[config.mk]
export PLATFORM = sky130hd
export DESIGN_NAME = pcmi_ratio
export DESIGN_NICKNAME = d
export VERILOG_FILES = /design/src/sv/pcmi_pkg.sv /design/src/sv/pcmi_ratio.sv
export SDC_FILE = /design/constraint.sdc
export NUM_CORES = 1
export LEC_CHECK = 0
export BUFFER_PORTS_ARGS = -buffer_cell sky130_fd_sc_hd__buf_2
export CORE_MARGIN = 4
export CORE_UTILIZATION = 55
export DETAILED_ROUTE_END_ITERATION = 7
export PLACE_DENSITY_LB_ADDON = 0.1
export SLEW_MARGIN = 40
export SYNTH_ARGS = -nofsm -noshare
export SYNTH_HDL_FRONTEND = slang
export SYNTH_SLANG_ARGS = --single-unit
[constraint.sdc]
create_clock -name clk -period 11.7 [get_ports clk]
set_input_delay 1.17 -clock clk [delete_from_list [all_inputs] [get_ports clk]]
set_output_delay 1.17 -clock clk [all_outputs]
set_load 0.02 [all_outputs]
[src/sv/pcmi_pkg.sv]
// Shared types, codes and tables for the pixel to colormap index unit.
package pcmi_pkg;

  typedef struct packed {
    logic signed [15:0] sample_ch0;
    logic signed [15:0] sample_ch1;
    logic signed [15:0] sample_ch2;
  } pixel_t;

  typedef struct packed {
    logic [7:0] shade_index;
    logic       range_error;
  } result_t;

  // lane datapath widths
  localparam int NUM_W = 27;
  localparam int DEN_W = 18;
  localparam int QUO_W = 9;

  localparam logic [1:0] MODE_OFF  = 2'd0;
  localparam logic [1:0] MODE_GRAY = 2'd1;
  localparam logic [1:0] MODE_BOX  = 2'd2;
  localparam logic [1:0] MODE_CUBE = 2'd3;

  localparam logic [2:0] REG_COLOR_MODE   = 3'd0;
  localparam logic [2:0] REG_SHADE_LEVELS = 3'd1;
  localparam logic [2:0] REG_LOW_CH0      = 3'd2;
  localparam logic [2:0] REG_LOW_CH1      = 3'd3;
  localparam logic [2:0] REG_LOW_CH2      = 3'd4;
  localparam logic [2:0] REG_HIGH_CH0     = 3'd5;
  localparam logic [2:0] REG_HIGH_CH1     = 3'd6;
  localparam logic [2:0] REG_HIGH_CH2     = 3'd7;

  localparam int LN2_Q16 = 45426;

  // log2(1 + m/32) in Q16
  localparam logic [15:0] LOG_MANT_Q16 [32] = '{
    16'd0,     16'd2909,  16'd5732,  16'd8473,  16'd11136, 16'd13727, 16'd16248, 16'd18704,
    16'd21098, 16'd23433, 16'd25711, 16'd27936, 16'd30109, 16'd32234, 16'd34312, 16'd36346,
    16'd38336, 16'd40286, 16'd42196, 16'd44068, 16'd45904, 16'd47705, 16'd49472, 16'd51207,
    16'd52911, 16'd54584, 16'd56229, 16'd57845, 16'd59434, 16'd60997, 16'd62534, 16'd64047
  };

  typedef struct packed {
    logic [1:0] mode;
    logic [8:0] ncap;
    logic       range_error;
  } merge_ctl_t;

endpackage

[src/sv/pcmi_ratio.sv]
// Ratio coordinate: fixed-point ln|s1/s0| scaled to 0..N-1, delayed to match the lanes.
module pcmi_ratio import pcmi_pkg::*; #(
  parameter int LOG_FRAC_BITS = 11,
  parameter int LAT = 11
) (
  input  logic               clk,
  input  logic               en,
  input  logic signed [15:0] s0,
  input  logic signed [15:0] s1,
  input  logic [8:0]         ncap,
  output logic [7:0]         iq
);

  localparam int F   = LOG_FRAC_BITS;
  localparam int LW  = F + 4;
  localparam int DW  = F + 5;
  localparam int PW  = DW + 17;
  localparam int QW  = PW - 16;
  localparam int TW  = QW + 1;
  localparam int NTW = TW - 1 + 9;
  localparam int DLY = LAT - 3;

  function automatic logic [LW-1:0] log2_fx(input logic [15:0] x);
    logic [3:0]  e;
    logic [15:0] nrm;
    logic [4:0]  m;
    logic [15:0] frac;
    e = 4'd0;
    for (int i = 0; i < 16; i++) begin
      if (x[i]) e = 4'(i);
    end
    nrm  = x << (4'd15 - e);
    m    = nrm[14:10];
    frac = LOG_MANT_Q16[m] >> (16 - F);
    return LW'({e, {F{1'b0}}}) + LW'(frac);
  endfunction

  logic [15:0]          a0, a1;
  logic signed [DW-1:0] d_next, d;
  logic signed [PW-1:0] prod;
  logic signed [PW-1:0] qsum;
  logic signed [TW-1:0] t;
  logic [NTW-1:0]       nt;
  logic [NTW-F-2:0]     iq_raw;
  logic [7:0]           iq_c;
  logic [7:0]           dly [DLY];

  assign a0 = s0[15] ? (~s0 + 16'd1) : s0;
  assign a1 = s1[15] ? (~s1 + 16'd1) : s1;

  // a zero sample gives a zero log ratio
  assign d_next = (s0 == 16'sd0 || s1 == 16'sd0) ? '0 :
                  $signed({1'b0, log2_fx(a1)}) - $signed({1'b0, log2_fx(a0)});

  assign qsum = prod + PW'(32768);
  assign t    = TW'($signed(qsum[PW-1:16])) + TW'(1 << F);

  assign iq_raw = nt[NTW-1:F+1];

  always_comb begin
    if (ncap == 9'd0) iq_c = 8'd0;
    else if (NTW'(iq_raw) > NTW'(ncap - 9'd1)) iq_c = 8'(ncap - 9'd1);
    else iq_c = 8'(iq_raw);
  end

  always_ff @(posedge clk) begin
    if (en) begin
      d    <= d_next;
      prod <= PW'(d) * PW'(LN2_Q16);
      if (!t[TW-1] && t != '0) nt <= NTW'(ncap) * NTW'(t[TW-2:0]);
      else nt <= '0;
      dly[0] <= iq_c;
      for (int i = 1; i < DLY; i++) dly[i] <= dly[i-1];
    end
  end

  assign iq = dly[DLY-1];

endmodule

==> metrics.md <==
| Metric | Value |
|---|---|
| Cell Area, Synth | 18100 µm² |
| Core area | 32500 µm² |
| Post-layout min period | 8.53 ns |
| DR vias/cell | 5.70 |
| Initial Utilization | 0.557 |
| Final GP Congestion | 0.922 |
| Share of layout cells above drive strength 1 | 0.0779 |
| Register area share after synthesis | 0.186 |
| Register bit total from synthesis | 112 |
| Final TNS setup | 0 ns |
| Syn_nets | 2407 |
| Area of the multi-input gates | 13100 µm² |
| Worst path slowest cell | a311oi_2 |
| Largest net degree at the start of global routing | 58 |
| DR pass1 iterations | 5 |
| Worst-case clock buffer depth | 2 |
| IO Port Bufs | 50 |
| Crit path top cell by count | o21ai_0 |
| Slew margin rel. | 0.510 |
| Max incr delay on CP | 0.61 ns |
| Async S/R FF share, synth | 0 |
| Die area | 35800 µm² |
| Slew @ Worst Pin | 0.730 ns |
| Diode count | 0 |
| Vias | 13640 |
| Worst setup SP type | primary input |
| Total CTS buffers | 9 |
| Library cells used by synthesis | 99 |
| First-pass GRT wire length | 67900 µm |
| Worst Skew | 0.00929 ns |
| CTS Sinks | 112 |
| FF/Latch Area | 3360 µm² |
| Worst Path Arrival | 8.65 ns |
| 1st-iter DRT viols | 772 |
| Slew Viols, Final | 0 |
| Total of max-cap violations | 0 |
| CTS H-Tree Depth | 3 |
| Routed Antenna Nets | 0 |
| Final hold violations | 0 |
| Post-CTS Resized | 0 |
| DR WL/cell | 16.6 µm |
| Number of flops mapped to enable cells by yosys | 112 |
| Initial antenna violation count | 0 |
| RSZ-0062 raised after global routing | false |
| Commonest non-fill, non-tap cell in the layout | inv_1 |
| Final nets | 2404 |
| Synth Area per Inst | 9.28 µm² |
| Clock network latency to the later pin of the worst-skew pair | 0.35 ns |
| WS Path Type | primary input to flop |
| Gr usage total | 0.227 |
| IO Pins | 51 |
| Synth warn | 0 |
| FILL cells | 2871 |
| Top_reg_cell synth | edfxtp_1 |
| Vias in the first global route | 13769 |
| # hold bufs at CTS | 0 |
| Clk slew on worst S/H paths | 0.08 ns |
| Fmax | 0.117 GHz |
| Postcts setup bufs | 0 |
| CTS root buf | clkbuf_16 |
| Synth Instances | 1948 |
| Hold/Removal Path Class | flop to flop |
| Grt ovf | 0 |
| CP Max Fanout | 14 |
| DP Wirelength | 31500 µm |
| Most frequent cells in the layout | inv_1, ha_1, fa_1, nand2_1, edfxtp_1 |
| CTS tree | done |
| Worst EP required | 11.82 ns |
| Row count | 66 |
| Residual DRC | 0 |
| Total wire length | 39700 µm |
| P&R area growth vs syn | 5.09% |
| Final setup vio count | 0 |
| Height of the die | 189 µm |
| Outcome | complete, no violations |
| Part of the cycle the worst path needs | 0.729 |
| Reg2reg setup slack | 4.58 ns |
| Die width | 189 µm |
| CP endpoint kind | flop |
state kept, by name, indices dropped and copies added (netlist names):
signal,flops
prod,18
d,16
nt,14
dly,64
cell usage after synthesis, types with 6 or more instances:
cell type	instances	share of area
nand2b_1	13	0.0045
a21boi_0	11	0.0046
mux2i_1	38	0.021
nor4_1	9	0.0031
o31ai_2	6	0.0042
nand2_1	168	0.035
ha_1	215	0.15
a22oi_1	6	0.0025
or4_1	7	0.0029
o21a_1	17	0.0071
o211ai_1	12	0.0050
clkbuf_1	40	0.0083
fa_1	201	0.22
nor2_1	104	0.022
mux2_2	8	0.0050
nand3_1	52	0.014
a31oi_1	12	0.0042
nand4_1	10	0.0035
inv_1	335	0.070
a211oi_1	14	0.0058
nor3_1	36	0.010
or3_1	15	0.0052
buf_4	19	0.0079
or2_2	7	0.0024
nor2b_1	17	0.0059
and2_1	54	0.019
a21o_1	15	0.0062
xor2_1	37	0.018
xnor2_1	56	0.027
a21oi_1	65	0.018
buf_2	8	0.0022
buf_1	6	0.0012
and3_1	16	0.0055
o21ai_1	7	0.0019
o21ai_0	55	0.015
edfxtp_1	112	0.19
o31ai_1	10	0.0042
final timing paths:
| check | startpoint | to | cells after the start |
|---|---|---|---|
| worst max-delay path | s0[0] | d[15]$_SDFFCE_PP0P_ | 32 |
| worst min-delay path | dly[0][23]$_DFFE_PP_ | dly[0][31]$_DFFE_PP_ | 0 |
| worst max register to register | prod[17]$_DFFE_PP_ | nt[24]$_SDFFCE_PN0P_ | 26 |
| worst min register to register | dly[0][23]$_DFFE_PP_ | dly[0][31]$_DFFE_PP_ | 0 |
routing by layer:
layer | wire, µm | vias to the layer above | global-route usage
li1 | - | 6547 | -
met5 | 0 | - | 0
met2 | 19800 | 337 | 0.403
met3 | 1760 | 52 | 0.0188
met1 | 17600 | 6704 | 0.311
met4 | 538 | 0 | 0.0403
cell families after synthesis:
kind of cell             after synthesis  synth area share
AO/OA/AOI/OAI                        323             0.128
XOR/XNOR                              93            0.0451
adder cells (fa/ha/maj)              416             0.371
buffers and inverters                420            0.0947
flip-flops                           112             0.186
multiplexers                          46            0.0260
AND/OR/NAND/NOR                      538             0.148
worst max-delay path, delay by kind of cell:
family / cells / cell delay [ns]
AOI/OAI and AO/OA: 13 / 3.11
and+or+nand+nor: 8 / 2.01
buffers and inverters: 4 / 0.71
adders and majority gates: 3 / 0.71
muxes: 3 / 0.54
xor gates and xnor gates: 1 / 0.38
metrics by stage:
stage / hold WS (ns) / util / cell area, µm² / std cells / setup WS, ns
after global routing: 0.422 / 0.585 / 19000 / 2392 / 2.38
after floorplan: 0.400 / - / 18100 / 1948 / 4.05
final: 0.417 / 0.585 / 19000 / 2392 / 3.17
after detailed placement: 0.405 / 0.575 / 18700 / 2376 / 2.92
after global placement: 0.401 / 0.573 / 18600 / 2375 / 3.15
after CTS: 0.418 / 0.585 / 19000 / 2392 / 3.28
area by class of cell:
type                            instances  share of cell area
Multi-Input combinational cell       1416               0.690
Sequential cell                       112               0.177
Inverter                              340              0.0674
Tap cell                              442              0.0291
Timing Repair Buffer                   66              0.0196
Clock buffer                            9              0.0119
Clock inverter                          7             0.00494
Power is left out: the tool's default activity adds up to more than one toggle a clock period on the data nets, which glitch-free logic cannot reach.
