<file path="src/sv/pcmi_pkg.sv">
// Shared types, codes and tables for the pixel to colormap index unit.
package pcmi_pkg;

  typedef struct packed {
    logic signed [15:0] sample_ch0;
    logic signed [15:0] sample_ch1;
    logic signed [15:0] sample_ch2;
  } pixel_t;

  typedef struct packed {
    logic [7:0] shade_index;
    logic       range_error;
  } result_t;

  // lane datapath widths
  localparam int NUM_W = 27;
  localparam int DEN_W = 18;
  localparam int QUO_W = 9;

  localparam logic [1:0] MODE_OFF  = 2'd0;
  localparam logic [1:0] MODE_GRAY = 2'd1;
  localparam logic [1:0] MODE_BOX  = 2'd2;
  localparam logic [1:0] MODE_CUBE = 2'd3;

  localparam logic [2:0] REG_COLOR_MODE   = 3'd0;
  localparam logic [2:0] REG_SHADE_LEVELS = 3'd1;
  localparam logic [2:0] REG_LOW_CH0      = 3'd2;
  localparam logic [2:0] REG_LOW_CH1      = 3'd3;
  localparam logic [2:0] REG_LOW_CH2      = 3'd4;
  localparam logic [2:0] REG_HIGH_CH0     = 3'd5;
  localparam logic [2:0] REG_HIGH_CH1     = 3'd6;
  localparam logic [2:0] REG_HIGH_CH2     = 3'd7;

  localparam int LN2_Q16 = 45426;

  // log2(1 + m/32) in Q16
  localparam logic [15:0] LOG_MANT_Q16 [32] = '{
    16'd0,     16'd2909,  16'd5732,  16'd8473,  16'd11136, 16'd13727, 16'd16248, 16'd18704,
    16'd21098, 16'd23433, 16'd25711, 16'd27936, 16'd30109, 16'd32234, 16'd34312, 16'd36346,
    16'd38336, 16'd40286, 16'd42196, 16'd44068, 16'd45904, 16'd47705, 16'd49472, 16'd51207,
    16'd52911, 16'd54584, 16'd56229, 16'd57845, 16'd59434, 16'd60997, 16'd62534, 16'd64047
  };

  typedef struct packed {
    logic [1:0] mode;
    logic [8:0] ncap;
    logic       range_error;
  } merge_ctl_t;

endpackage

</file>
<file path="src/sv/pcmi_lane.sv">
// One channel lane: pipelined saturating signed divider, one quotient bit per stage.
module pcmi_lane import pcmi_pkg::*; (
  input  logic                    clk,
  input  logic                    en,
  input  logic signed [NUM_W-1:0] num,
  input  logic signed [DEN_W-1:0] den,
  output logic [QUO_W-1:0]        quo
);

  localparam int CW = (NUM_W > DEN_W + QUO_W) ? NUM_W : DEN_W + QUO_W;

  logic [NUM_W-1:0] num_mag;
  logic [DEN_W-1:0] den_mag;
  logic             sat_in;

  logic [NUM_W-1:0] rem [QUO_W];
  logic [DEN_W-1:0] dm  [QUO_W];
  logic [QUO_W-1:0] qb  [QUO_W+1];
  logic             neg [QUO_W+1];
  logic             sat [QUO_W+1];

  assign num_mag = num[NUM_W-1] ? NUM_W'(-num) : NUM_W'(num);
  assign den_mag = den[DEN_W-1] ? DEN_W'(-den) : DEN_W'(den);
  assign sat_in  = CW'(num_mag) >= (CW'(den_mag) << QUO_W);

  always_ff @(posedge clk) begin
    if (en) begin
      rem[0] <= num_mag;
      dm[0]  <= den_mag;
      qb[0]  <= '0;
      // opposite signs: truncated quotient is zero or negative, clamps to zero
      neg[0] <= num[NUM_W-1] ^ den[DEN_W-1];
      sat[0] <= sat_in;
    end
  end

  for (genvar j = 0; j < QUO_W; j++) begin : g_bit
    localparam int K = QUO_W - 1 - j;
    logic [CW-1:0] trial;
    logic          fits;

    assign trial = CW'(dm[j]) << K;
    assign fits  = CW'(rem[j]) >= trial;

    always_ff @(posedge clk) begin
      if (en) begin
        qb[j+1]  <= qb[j] | (QUO_W'(fits) << K);
        neg[j+1] <= neg[j];
        sat[j+1] <= sat[j];
      end
    end

    if (j < QUO_W - 1) begin : g_carry
      always_ff @(posedge clk) begin
        if (en) begin
          rem[j+1] <= fits ? NUM_W'(CW'(rem[j]) - trial) : rem[j];
          dm[j+1]  <= dm[j];
        end
      end
    end
  end

  assign quo = neg[QUO_W] ? '0 : (sat[QUO_W] ? '1 : qb[QUO_W]);

endmodule

</file>
<file path="config.mk">
export PLATFORM = sky130hd
export DESIGN_NAME = pcmi_lane
export DESIGN_NICKNAME = d
export VERILOG_FILES = /design/src/sv/pcmi_pkg.sv /design/src/sv/pcmi_lane.sv
export SDC_FILE = /design/constraint.sdc
export NUM_CORES = 1
export LEC_CHECK = 0
export BUFFER_PORTS_ARGS = -buffer_cell sky130_fd_sc_hd__buf_4
export CAP_MARGIN = 20
export CORE_MARGIN = 1.5
export CORE_UTILIZATION = 50
export DETAILED_ROUTE_END_ITERATION = 10
export GPL_TIMING_DRIVEN = 0
export HOLD_SLACK_MARGIN = 0.06
export PLACE_DENSITY = 0.66
export SYNTH_ARGS = -nofsm -noshare
export SYNTH_HDL_FRONTEND = slang
export SYNTH_SLANG_ARGS = --single-unit
</file>
<file path="constraint.sdc">
create_clock -name clk -period 8.37 [get_ports clk]
set_input_delay 0.837 -clock clk [delete_from_list [all_inputs] [get_ports clk]]
set_output_delay 0.837 -clock clk [all_outputs]
set_load 0.01 [all_outputs]
</file>
==> metrics.cfg, run 1 <==
[status]
status = finished clean

[cts]
clk_pin_slew_ns = 0.06
ctsResizeCount = 0
cts_root_buf = clkbuf_16
cts_hold_buf = 0
clk_path_buf_depth = 3
tritoncts = yes
h-tree-depth = 2
clkLatencyLatePin_ns = 0.60
cts_buffers = 51
post_cts_buffers = 0
cts.sinks = 470

[logic_synthesis]
seq_area_frac_synth_pct = 53.6
netlist.area_leader.share_pct = 53.6
async_flop_share_pct = 0
ys.flop_type = edfxtp_1
ys_warn_count = 0
synth_edf_count = 470
syn_area_per_cell_um2 = 11.1
yosys.area.top_type = edfxtp_1
synth_nets = 2605
synthTopCellsByArea = edfxtp_1 54%, ha_1 8.6%, inv_1 3.5%, a21oi_1 3.4%, xnor2_1 3.1%
synthCells = 2368
yosys_register_bits = 470
ys_types = 75
syn_area_um2 = 26300

[timing]
rsz0062_at_grt = false
final_hold_viol_count = 0
worst_slack_ns = 2.97
setup_tns_ns = 0
worst_slew_pin_slew_ns = 1.17
finClkSkew_ns = 0.0163
fmax_ghz = 0.185
slew_violations = 0
final.min_clock_period_ns = 5.40
slew_headroom_pct = 21.3
holdWs_ns = 0.413
setup_viol_count_final = 0
fin_crit_sh_pct = 64.5

[die]
io_pins = 56
die_h_um = 233
die_width_um = 233
core_area_um2 = 51700
initial_core_util_pct = 50.9
rows = 83
die_area_um2 = 54100

[route]
totalWireLength_um = 56800
routedWlPerCell_um = 17.7
drtIter0Drc = 949
vias_per_cell = 5.65
drt_pass1_iterations = 5
route.detailed.drc = 0
via_count = 18100
ant_nets = 0

[critical_path]
critPathSlowestCell = nor4b_1
cp-end-kind = flip-flop
arrival_ns = 5.77
cp-start-kind = primary input
cp_slowest_stage_delay_ns = 0.84
path_class = primary input to flip-flop
rr_worst_depth = 11
required_ns = 8.74
crit_chain = buf_4, inv_1, ha_1, and2b_1, nand3_1, or3_4, or4_4, or3_4, nor4b_1, ha_1, nand4_1, nor4_1, nand4b_1, nor3_1, or4b_2, o211ai_1
crit_fanout = 4

[cells_and_area]
n_antenna_cell = 0
finish.instance_area_um2 = 29400
drive_gt1_share_pct = 8.05
fin_nets = 2719
finish.utilization_pct = 56.9
area_growth_pct = 11.6

[grt]
antenna_found_initial = 0
grt_pass1_vias = 18300
grt_pass1_wl_um = 89100
overflow = 0
track_usage_pct = 21.0
grt_start_max_net_pins = 132

[run]
maxCapViolations = 0

[power_and_ir_drop]
irDropWorstVdd_uv = 190
power.leakage_nw = 11.8
powerDensity_nw_per_um2 = 313

[placed_design]
port_buffers = 55
dpl.hpwl_um = 43500
place_ws_ns = 2.39
gp_congestion = 1.01
dpl_cell_area_um2 = 27700

[hold_path]
min_path_cells = 0
worstHoldPathType = flip-flop to flip-flop

kinds of logic after synthesis:
family                   share of synthesized area, %
AND/OR/NAND/NOR                                  12.0
AO/OA/AOI/OAI                                    13.9
flip-flops                                       53.6
buffers and inverters                            4.28
adder cells (fa/ha/maj)                          9.25
XOR/XNOR                                         5.55
multiplexers                                     1.39
worst max-delay path, delay by kind of cell:
kind                       cells  cell delay (ns)
buffers and inverters          2             0.21
AOI/OAI and AO/OA              1             0.21
adders and majority gates      2             0.47
and+or+nand+nor               11             4.03
worst paths after layout:
| check | startpoint | slack [ns] | end |
|---|---|---|---|
| worst min-delay path | qb[6][5] | 0.41 | qb[7][5] |
| worst min register to register | qb[6][5] | 0.41 | qb[7][5] |
| worst max-delay path | num[0] | 2.97 | sat[0] |
| worst max register to register | dm[2][1] | 3.96 | rem[0][155] |
stage by stage:
| step | power [mW] | cells |
|---|---|---|
| 2_1_floorplan | 6.09 | 2368 |
| 3_3_place_gp | 6.83 | 3103 |
| 3_5_place_dp | 6.93 | 3109 |
| 4_1_cts | 9.24 | 3202 |
| 5_1_grt | 9.77 | 3202 |
| 6_report | 9.22 | 3202 |
sequential cells by signal, summed over array words and instances (netlist names):
signal,flops
rem,243
dm,162
sat,10
qb,45
neg,10
placed cells by master (no fill, tap or decap), types with 20 or more instances in the layout:
cell | synthesis | routed
clkbuf_16 | 0 | 51
buf_4 | 0 | 54
a21oi_1 | 177 | 177
a21o_1 | 69 | 69
o21ai_0 | 127 | 127
xnor2_1 | 93 | 93
o21a_1 | 26 | 26
clkbuf_1 | 46 | 56
nor2_1 | 184 | 184
or3_1 | 25 | 25
nand2b_1 | 33 | 33
nand2_1 | 151 | 151
inv_1 | 244 | 244
xor2_1 | 74 | 74
a211oi_1 | 23 | 23
nand4_1 | 20 | 20
mux2_2 | 28 | 28
edfxtp_1 | 470 | 470
nor3_1 | 39 | 39
o31ai_1 | 24 | 24
nor2b_1 | 29 | 29
nor4_1 | 24 | 24
ha_1 | 182 | 182
nand3_1 | 36 | 36
per-layer routing:
layer	up-vias	part of all wire, %	global-route usage [%]
li1	8909	-	-
met1	8489	36	19.9
met2	470	53	40.9
met3	224	2.9	2.56
met4	0	7.7	15.6
met5	-	0	0
final cells by class:
class | count | area [um2]
Fill cell | 4285 | 22300
Sequential cell | 470 | 14100
Buffer | 54 | 208
Inverter | 245 | 920
Multi-Input combinational cell | 1599 | 11100
Timing Repair Buffer | 61 | 517
Clock buffer | 61 | 1310
Tap cell | 680 | 851
Clock inverter | 32 | 385
power by group:
part / switching (mW) / internal [mW] / total, mW
logic: 1.93 / 1.45 / 3.38
registers: 0.270 / 3.30 / 3.57
clock network: 0.899 / 1.37 / 2.27
cell usage after synthesis (12+ instances only):
cell type  instances
nand4_1           20
and3_1            18
nor2b_1           29
a21oi_1          177
nor4_1            24
o21ai_0          127
xor2_1            74
o31ai_1           24
a21o_1            69
nand3_1           36
or2_2             12
xnor2_1           93
a211oi_1          23
inv_1            244
o21a_1            26
nand2b_1          33
mux2_2            28
a31oi_1           14
or3_1             25
o211ai_1          13
edfxtp_1         470
nand2_1          151
nor2_1           184
clkbuf_1          46
nor3_1            39
ha_1             182
Power figures use the tool's default switching activity.
==> run 2: changes to the inputs <==
Clock period 8.37 ns to 5 ns, I/O delays scaled along.
==> run 2 against run 1 <==
  * Final cell count did not move
  * Sequential share of layout area barely moved
  * Die area did not move
  * Non-clock buffer count did not move
  * Utilization barely moved
  * Clock power rose by 67%
  * Global-route usage barely moved
  * Clock skew barely moved
  * Flip-flop and latch count did not move
  * Largest cell class unchanged
==> metrics.cfg, run 2 (synthesized netlist as in run 1, its figures left out) <==
[timing]
fin_crit_sh_pct = 93.4
final.min_clock_period_ns = 4.67
worst_slack_ns = 0.330
holdWs_ns = 0.0986
setup_tns_ns = 0
worst_slew_pin_slew_ns = 1.17
rsz0062_at_grt = false
finClkSkew_ns = 0.0168
fmax_ghz = 0.214
slew_headroom_pct = 21.2
setup_viol_count_final = 0
final_hold_viol_count = 0
slew_violations = 0

[die]
die_h_um = 233
initial_core_util_pct = 50.9
io_pins = 56
die_area_um2 = 54100
rows = 83
core_area_um2 = 51700
die_width_um = 233

[grt]
antenna_found_initial = 0
grtUsageMet1_pct = 19.9
grt_pass1_wl_um = 89100
track_usage_pct = 21.0
gr-usage-met2_pct = 40.9
grt.busiest_layer = met2
grt_start_max_net_pins = 132
grt_pass1_vias = 18300
overflow = 0
grt_util_met3_pct = 2.57

[cts]
cts_buffers = 51
h-tree-depth = 2
clk_pin_slew_ns = 0.06
post_cts_buffers = 0
cts.sinks = 470
cts_hold_buf = 0
clk_path_buf_depth = 3
tritoncts = yes
cts_root_buf = clkbuf_16
clkLatencyLatePin_ns = 0.60

[cells_and_area]
n_fill_cell = 4283
layout_common_cells = 470 x edfxtp_1, 244 x inv_1, 184 x nor2_1
n_antenna_cell = 0
regArea_um2 = 14100
finish.utilization_pct = 56.9
drive_gt1_share_pct = 8.13
largest_register = rem
layout.cells.non_filler = 3202
fin_nets = 2719
multiInputGateArea_um2 = 11100
layout_commonest_cell = edfxtp_1
area_growth_pct = 11.7
top_regs = rem x243, dm x162, qb x45
largest_reg_flops = 243
finish.instance_area_um2 = 29400

[route]
totalWireLength_um = 56700
drt_pass1_iterations = 5
ant_nets = 0
vias_per_cell = 5.65
route.detailed.drc = 0
drtIter0Drc = 962
via_count = 18100
routedWlPerCell_um = 17.7

[critical_path]
crit_top_cell = or3_4
arrival_ns = 5.04
cp-start-kind = primary input
path_class = primary input to flip-flop
cp-end-kind = flip-flop
critPathSlowestCell = or4b_2
required_ns = 5.37
crit_chain = buf_4, or3_1, or3_4, or3_4, or3_4, or4_4, o21ai_2, nand2_1, xor2_1, ha_1, nand4_1, nor4_2, nand4b_1, nor3_1, or4b_2, o211ai_1
crit_buf_inv = 1
cp_top_family = simple AND/OR/NAND/NOR gates
crit_fanout = 5
cp_slowest_stage_delay_ns = 0.64

[placed_design]
place_inst = 3109
dpl_cell_area_um2 = 27700
place_ws_ns = -0.643
dpl.hpwl_um = 43500
gp_congestion = 1.01
port_buffers = 55

[power_and_ir_drop]
power.leakage_nw = 11.8
irDropWorstVdd_uv = 319
powerDensity_nw_per_um2 = 524
power.total_mw = 15.4

[run]
maxCapViolations = 0

[status]
status = finished clean

[hold_path]
worstHoldPathType = primary input to flip-flop

## run 2: layout make-up
cell class / instances / area share (%)
plain buffers: 54 / 0.706
clock inverters: 32 / 1.31
well taps: 680 / 2.89
inverters: 245 / 3.13
clock buffers: 61 / 4.46
repair buffers: 61 / 1.76
multi-input cells: 1599 / 37.8
flip-flops and latches: 470 / 48.0
## run 2: worst paths after layout
path | start | endpoint | slack [ns] | cells past startpoint
max | num[1] | sat[0] | 0.33 | 16
min reg2reg | qb[6][5] | qb[7][5] | 0.41 | 0
max reg2reg | dm[2][1] | rem[0][155] | 0.58 | 11
min | num[0] | rem[0][0] | 0.1 | 1
## run 2: timing repair
| action | 4_1_cts | 5_1_grt |
|---|---|---|
| gates resized for setup | 1 | 1 |
| endpoints found under the setup margin | 1 | 1 |
| pin swaps | 0 | 0 |
## run 2: layer usage
metal	part of all wire (%)	wire, um	vias to the layer above
li1	-	-	8911
met1	36	20500	8506
met2	53	30300	449
met3	2.8	1580	223
met4	7.6	4310	0
met5	0	0	-
## run 2: power breakdown
group          total, mW  switching, mW  internal (mW)  leakage, nW
Clock               3.80           1.50           2.29        0.835
Sequential          5.98          0.454           5.53         4.55
Combinational       5.65           3.22           2.43         6.44
