`config.mk`:
```
export PLATFORM = sky130hd
export DESIGN_NAME = pcmi_merge
export DESIGN_NICKNAME = d
export VERILOG_FILES = /design/src/sv/pcmi_pkg.sv /design/src/sv/pcmi_merge.sv
export SDC_FILE = /design/constraint.sdc
export NUM_CORES = 1
export LEC_CHECK = 0
export ABC_CLOCK_PERIOD_IN_PS = 8000
export BUFFER_PORTS_ARGS = -buffer_cell sky130_fd_sc_hd__buf_2
export CAP_MARGIN = 20
export CORE_UTILIZATION = 50
export CTS_BUF_LIST = sky130_fd_sc_hd__clkbuf_4 sky130_fd_sc_hd__clkbuf_8
export CTS_CLUSTER_SIZE = 28
export DETAILED_ROUTE_END_ITERATION = 12
export GPL_ROUTABILITY_DRIVEN = 1
export PLACE_DENSITY = 0.76
export SKIP_LAST_GASP = 1
export SLEW_MARGIN = 20
export SYNTH_ARGS = -nofsm -noshare
export SYNTH_HDL_FRONTEND = slang
export SYNTH_SLANG_ARGS = --single-unit
```
`constraint.sdc`:
```
create_clock -name clk -period 8 [get_ports clk]
set_input_delay 0.8 -clock clk [delete_from_list [all_inputs] [get_ports clk]]
set_output_delay 0.8 -clock clk [all_outputs]
set_load 0.05 [all_outputs]
```
`src/sv/pcmi_pkg.sv`:
```
// Shared types, codes and tables for the pixel to colormap index unit.
package pcmi_pkg;

  typedef struct packed {
    logic signed [15:0] sample_ch0;
    logic signed [15:0] sample_ch1;
    logic signed [15:0] sample_ch2;
  } pixel_t;

  typedef struct packed {
    logic [7:0] shade_index;
    logic       range_error;
  } result_t;

  // lane datapath widths
  localparam int NUM_W = 27;
  localparam int DEN_W = 18;
  localparam int QUO_W = 9;

  localparam logic [1:0] MODE_OFF  = 2'd0;
  localparam logic [1:0] MODE_GRAY = 2'd1;
  localparam logic [1:0] MODE_BOX  = 2'd2;
  localparam logic [1:0] MODE_CUBE = 2'd3;

  localparam logic [2:0] REG_COLOR_MODE   = 3'd0;
  localparam logic [2:0] REG_SHADE_LEVELS = 3'd1;
  localparam logic [2:0] REG_LOW_CH0      = 3'd2;
  localparam logic [2:0] REG_LOW_CH1      = 3'd3;
  localparam logic [2:0] REG_LOW_CH2      = 3'd4;
  localparam logic [2:0] REG_HIGH_CH0     = 3'd5;
  localparam logic [2:0] REG_HIGH_CH1     = 3'd6;
  localparam logic [2:0] REG_HIGH_CH2     = 3'd7;

  localparam int LN2_Q16 = 45426;

  // log2(1 + m/32) in Q16
  localparam logic [15:0] LOG_MANT_Q16 [32] = '{
    16'd0,     16'd2909,  16'd5732,  16'd8473,  16'd11136, 16'd13727, 16'd16248, 16'd18704,
    16'd21098, 16'd23433, 16'd25711, 16'd27936, 16'd30109, 16'd32234, 16'd34312, 16'd36346,
    16'd38336, 16'd40286, 16'd42196, 16'd44068, 16'd45904, 16'd47705, 16'd49472, 16'd51207,
    16'd52911, 16'd54584, 16'd56229, 16'd57845, 16'd59434, 16'd60997, 16'd62534, 16'd64047
  };

  typedef struct packed {
    logic [1:0] mode;
    logic [8:0] ncap;
    logic       range_error;
  } merge_ctl_t;

endpackage

```
`src/sv/pcmi_merge.sv`:
```
// Merge stage: clamps lane quotients and combines them into the colormap index.
module pcmi_merge import pcmi_pkg::*; (
  input  logic             clk,
  input  logic             en,
  input  merge_ctl_t       ctl,
  input  logic [QUO_W-1:0] q0,
  input  logic [QUO_W-1:0] q1,
  input  logic [QUO_W-1:0] q2,
  input  logic [7:0]       iq,
  output result_t          res
);

  function automatic logic [7:0] clamp_n(input logic [QUO_W-1:0] q, input logic [8:0] n);
    if (n == 9'd0) return 8'd0;
    if (9'(q) > n - 9'd1) return 8'(n - 9'd1);
    return 8'(q);
  endfunction

  logic [7:0]  c0, c1, c2;
  logic [17:0] m1_next, m1;
  logic [7:0]  c2r;
  logic [27:0] full;
  logic [7:0]  idx;

  assign c0 = clamp_n(q0, ctl.ncap);
  assign c1 = clamp_n(q1, ctl.ncap);
  assign c2 = clamp_n(q2, ctl.ncap);

  always_comb begin
    case (ctl.mode)
      MODE_GRAY: m1_next = 18'(c0);
      MODE_BOX:  m1_next = 18'(iq) * 18'(ctl.ncap) + 18'(c0);
      MODE_CUBE: m1_next = 18'(c0) * 18'(ctl.ncap) + 18'(c1);
      default:   m1_next = '0;
    endcase
  end

  assign full = (ctl.mode == MODE_CUBE) ? 28'(m1) * 28'(ctl.ncap) + 28'(c2r) : 28'(m1);
  assign idx  = (full > 28'd255) ? 8'd255 : 8'(full);

  always_ff @(posedge clk) begin
    if (en) begin
      m1  <= m1_next;
      c2r <= c2;
      res.shade_index <= ctl.range_error ? 8'd0 : idx;
      res.range_error <= ctl.range_error;
    end
  end

endmodule

```
==> impl_metrics.csv, run 1 <==
group,metric,value,unit
detailed_routing,drtAntennaViolNets,0,
worst_setup_path,timing.critical_path.mode_cell,"inv_1",
floorplanning,die_area,28500,µm²
detailed_routing,drtIter0Drc,840,
sta,slew_headroom,24.0,%
logic_synthesis,synth-edff-count,35,
clock_tree,cts_hold_buf,0,
worst_setup_path,path_max_fanout,8,
sta,rsz0062_at_grt,"no",
worst_setup_path,crit_family,"adder cells",
logic_synthesis,yosysTopAreaCell,"fa_1",
sta,clock.fmax,132,MHz
placement,dp_hpwl,26.8,mm
floorplanning,rows,60,
sta,fin_skew,6.18,ps
final_layout,nNetsFinal,2070,
sta,fin_ws,415,ps
grt,antenna_found_initial,1,
sta,hold_viol,0,
logic_synthesis,synth.most_common_cell,"inv_1",
logic_synthesis,yosys-top-cells-count,"inv_1 (266), fa_1 (218), nand2_1 (213)",
worst_setup_path,crit_type,"in -> reg",
logic_synthesis,synth_fp_nets,2065,
placement,globalplace.congestion,0.945,
detailed_routing,routedWlPerCell,16.8,µm
logic_synthesis,syn_area,13900,µm²
clock_tree,cts_buffers,5,
logic_synthesis,synthFlopType,"edfxtp_1",
logic_synthesis,synthTopCellsByArea,"fa_1 (31%), ha_1 (16%), edfxtp_1 (7.5%), inv_1 (7.2%), and2_1 (5.7%)",
logic_synthesis,ys_seq_area_share,7.55,%
logic_synthesis,yosys.area.top_type_share,31.3,%
clock_tree,clkSinkCount,35,
floorplanning,coreArea,27200,µm²
detailed_routing,wirelength,33.7,mm
clock_tree,cts_tree,"yes",
detailed_routing,vias_per_cell,5.68,
floorplanning,initial_utilization,51.3,%
floorplanning,io_pins,58,
detailed_routing,post-route-drc-count,0,
placement,io_buffers,57,
grt,track_usage,24.7,%
sta,setup_viol,0,
worst_setup_path,cp-end-kind,"register",
grt,grt_max_degree,40,
sta,tightest_slew,1130,ps
floorplanning,die_x,169,µm
logic_synthesis,ys_ff_latch,35,
final_layout,area_growth,5.30,%
run_status,status,"finished, final reports clean",
worst_setup_path,cp_slowest_cell,"fa_1",
clock_tree,cts-htree-levels,2,
final_layout,drive_gt1_share,7.56,%
sta,slew_violations,0,
sta,min_period,7590,ps
worst_setup_path,cp.arrival,7650,ps
clock_tree,root_buffer,"clkbuf_8",
logic_synthesis,synth_cells,1621,
grt,overflow,0,
grt,grt_pass1_vias,11700,
grt,grt_pass1_wl,56.4,mm
worst_setup_path,cpPeakStageDelay,500,ps
logic_synthesis,postSynthAreaPerCell,8.59,µm²
min_path,holdCritPathClass,"in -> reg",
logic_synthesis,synthArstFlopShare,0,%
run,cap_viol_max_count,0,
detailed_routing,firstDrtPassIters,5,
sta,fin_crit_sh,94.8,%
clock_tree,clockBufferDepth,2,
logic_synthesis,synth_cell_types,75,
placement,post-place-ws,-31.6,ps
logic_synthesis,yosys_warnings,0,
worst_setup_path,worstPathRequired,8060,ps
clock_tree,clock_latency,320,ps
floorplanning,die_h,169,µm
worst_setup_path,cp.buffers_inverters,7,
detailed_routing,vias,11400,
worst_setup_path,critPathLaunchType,"input pin",
clock_tree,clk_pin_slew,80,ps
[registers in the layout, indices dropped and copies added, names as in the netlist]
| name | flops |
|---|---|
| c2r | 8 |
| res | 9 |
| m1 | 18 |
[final timing paths]
check / startpoint / to / slack, ps / cells past startpoint
hold reg to reg: m1[6] / res[7] / 1150 / 2
setup reg to reg: m1[6] / res[1] / 1460 / 16
hold / removal: ctl[0] / res[0] / 830 / 1
setup / recovery: ctl[2] / m1[16] / 410 / 31
[logic make-up (layout without fill, tap and decap cells)]
logic type,count (synthesis),in the layout,share of synthesized area [%]
xor gates and xnor gates,51,51,3.41
adders and majority gates,397,397,47.4
muxes,15,15,1.28
DFF,35,35,7.55
and+or+nand+nor,528,528,18.8
other,0,1,0
buffers and inverters,356,362,9.73
AOI/OAI and AO/OA,239,239,11.8
[per-layer routing]
layer | up-vias | wire [µm] | global-route usage [%]
li1 | 5303 | - | -
met1 | 5611 | 14100 | 31.9
met2 | 384 | 16900 | 44.2
met3 | 61 | 1960 | 2.38
met4 | 0 | 657 | 6.21
met5 | - | 0 | 0
[timing repair]
action | 4_1_cts | 5_1_grt
setup endpoints to repair | 0 | 4
buffers inserted | 0 | 1
gates resized for setup | 0 | 9
[metrics by stage]
| stage | std cells | area (µm²) | util (%) | hold WS [ps] | TNS, ps |
|---|---|---|---|---|---|
| 5_1_grt | 2000 | 14700 | 54.0 | 819 | 0 |
| 3_5_place_dp | 1990 | 14500 | 53.5 | 1110 | -67.3 |
| 4_1_cts | 1998 | 14600 | 53.8 | 803 | 0 |
| 6_report | 2000 | 14700 | 54.0 | 829 | 0 |
| 3_3_place_gp | 1990 | 14500 | 53.5 | 1130 | 0 |
| 2_1_floorplan | 1621 | 13900 | - | 804 | 0 |
[layout make-up]
type / instances / area [µm²]
Antenna cell: 1 / 2.50
Inverter: 266 / 998
Tap cell: 372 / 465
Clock buffer: 5 / 68.8
Sequential cell: 35 / 1050
Fill cell: 2545 / 12500
Multi-Input combinational cell: 1230 / 11500
Clock inverter: 3 / 15.0
Timing Repair Buffer: 88 / 518
[worst register-to-register path, stage by stage (launching register included)]
cell,delay [ps]
edfxtp_1,580
and2_1,270
fa_1,420
inv_1,80
fa_1,420
fa_1,470
fa_1,540
inv_1,50
fa_1,490
ha_1,470
nand4_1,170
o311ai_0,950
a21oi_1,140
o31ai_1,340
o2111ai_1,150
nor2_1,430
a41oi_1,260
[cell usage in the layout (no fill, tap or decap), types with 25 or more instances in the layout]
master	instances
nor2_1	53
ha_1	176
fa_1	218
inv_1	266
edfxtp_1	35
buf_4	31
nor3_1	25
and3_1	38
nand2_1	213
o21ai_0	31
and2_1	126
xnor2_1	29
a21oi_1	58
buf_2	57
Power of run 1 is left out: the tool's default activity adds up to more than one toggle a clock period on the data nets, which glitch-free logic cannot reach.
==> inputs of run 2 (changes only) <==
--- a/config.mk
+++ b/config.mk
@@ -8,14 +8,15 @@
 export ABC_CLOCK_PERIOD_IN_PS = 8000
 export BUFFER_PORTS_ARGS = -buffer_cell sky130_fd_sc_hd__buf_2
 export CAP_MARGIN = 20
-export CORE_UTILIZATION = 50
+export CORE_UTILIZATION = 60
 export CTS_BUF_LIST = sky130_fd_sc_hd__clkbuf_4 sky130_fd_sc_hd__clkbuf_8
 export CTS_CLUSTER_SIZE = 28
 export DETAILED_ROUTE_END_ITERATION = 12
 export GPL_ROUTABILITY_DRIVEN = 1
-export PLACE_DENSITY = 0.76
+export PLACE_DENSITY = 0.88
 export SKIP_LAST_GASP = 1
 export SLEW_MARGIN = 20
 export SYNTH_ARGS = -nofsm -noshare
 export SYNTH_HDL_FRONTEND = slang
 export SYNTH_SLANG_ARGS = --single-unit
+export TNS_END_PERCENT = 100
==> run 2 against run 1 <==
Against the previous run: sequential share of layout area rose by 0.059 points; critical endpoint is now m1[17]; global-route usage rose by 5.3 points; sequential cell count did not move; wire length rose by 3.0%; largest cell class unchanged; hold slack got worse by 19 ps.
==> impl_metrics.csv, run 2 (synthesis gave the netlist of run 1 again) <==
group,metric,value,unit
worst_setup_path,critPathLaunchType,"input pin",
detailed_routing,firstDrtPassIters,6,
final_layout,largest_reg_flops,18,
final_layout,area_growth,4.44,%
detailed_routing,vias_per_cell,6.17,
final_layout,diodes,0,
final_layout,regMostFlops,"m1",
floorplanning,io_pins,58,
clock_tree,cts-htree-levels,2,
final_layout,fillCellCount,1782,
placement,dp_hpwl,27.3,mm
detailed_routing,routedWlPerCell,18.2,µm
sta,hold_viol,0,
sta,slew_violations,0,
detailed_routing,post-route-drc-count,0,
sta,tightest_slew,1040,ps
sta,clock.fmax,130,MHz
grt,track_usage,29.9,%
sta,fin_ws,284,ps
min_path,holdCritPathClass,"in -> reg",
clock_tree,clkSinkCount,35,
detailed_routing,wirelength,34.7,mm
floorplanning,die_x,154,µm
floorplanning,rows,55,
placement,io_buffers,57,
worst_setup_path,r2r_cells,18,
sta,slew_headroom,30.4,%
min_path,holdPathEnd,"res[0]",
worst_setup_path,worstReg2RegEnd,"res[1]",
worst_setup_path,cp-end-kind,"register",
grt,grt_max_degree,40,
worst_setup_path,timing.critical_path.mode_cell,"inv_1",
worst_setup_path,cp_slowest_cell,"fa_1",
grt,antenna_found_initial,0,
clock_tree,clockBufferDepth,2,
detailed_routing,drtAntennaViolNets,0,
worst_setup_path,path_max_fanout,10,
final_layout,final_common_cell,"inv_1",
detailed_routing,vias,11800,
worst_setup_path,cp.arrival,7870,ps
min_path,min_path_cells,1,
final_layout,final_cell_mix,"inv_1 (266), fa_1 (218), nand2_1 (213)",
worst_setup_path,r2r_slack,1430,ps
sta,fin_skew,7.24,ps
clock_tree,cts_buffers,5,
placement,globalplace.congestion,0.968,
clock_tree,root_buffer,"clkbuf_8",
run,cap_viol_max_count,0,
placement,post-place-ws,-23.7,ps
sta,min_period,7720,ps
clock_tree,cts_hold_buf,0,
grt,overflow,0,
clock_tree,cts_tree,"yes",
floorplanning,coreArea,22700,µm²
grt,grt_pass1_vias,11900,
final_layout,reg.largest.list,"m1: 18 flops, res: 9 flops, c2r: 8 flops",
final_layout,drive_gt1_share,7.45,%
worst_setup_path,reg2reg_from,"m1[5]",
worst_setup_path,cpPeakStageDelay,510,ps
detailed_routing,drtIter0Drc,927,
min_path,holdCritStartpoint,"ctl[0]",
floorplanning,initial_utilization,61.3,%
floorplanning,die_area,23800,µm²
clock_tree,clk_pin_slew,80,ps
clock_tree,clock_latency,320,ps
sta,setup_viol,0,
grt,grt_pass1_wl,57.1,mm
final_layout,nNetsFinal,2067,
sta,fin_crit_sh,96.4,%
floorplanning,die_h,154,µm
worst_setup_path,crit_type,"in -> reg",
worst_setup_path,worstPathRequired,8160,ps
run_status,status,"finished, final reports clean",
-- run 2: repair_timing --
action | in CTS | in global routing
setup endpoints to repair | 0 | 5
setup buffers | 0 | 2
gates resized for setup | 0 | 7
-- run 2: worst max path at each step --
stage                 from  endpoint  slack, ps  cells past startpoint
global route        ctl[1]    m1[17]        -50                     32
global placement    ctl[1]    m1[16]        170                     30
detailed placement  ctl[1]    m1[16]        -20                     30
finish              ctl[1]    m1[17]        280                     32
CTS                 ctl[1]    m1[17]        250                     32
floorplan           ctl[2]    m1[16]        460                     30
-- run 2: area by class of cell --
cell class	count	area, µm²	area share, %
sequential	35	1050	7.22
multi-input combinational	1230	11600	79.4
timing repair buffer	85	495	3.41
clock inverter	2	12.5	0.0860
tap	285	357	2.45
clock buffer	6	76.3	0.525
inverter	266	998	6.86
-- run 2: critical path, delay by kind of cell --
kind | cells | cell delay, ps
buffers and inverters | 7 | 470
muxes | 2 | 770
adders and majority gates | 8 | 3020
and+or+nand+nor | 4 | 1020
AOI/OAI and AO/OA | 10 | 1600
xor gates and xnor gates | 1 | 190
-- run 2: metal layers --
layer	routed length (µm)	GRT usage (%)
met5	0	0
met4	747	7.87
met3	2880	4.82
met2	17200	52.0
met1	13900	39.0
-- run 2: per-stage QoR --
step	std cells	setup TNS [ps]	utilization [%]	hold slack, ps	area, µm²
floorplan	1621	0	-	804	13900
global placement	1899	0	63.5	915	14400
detailed placement	1899	-31.4	63.5	951	14400
CTS	1907	0	63.8	798	14500
global route	1909	-59.0	64.1	816	14500
finish	1909	0	64.1	810	14500
Power of run 2 is left out for the same reason.
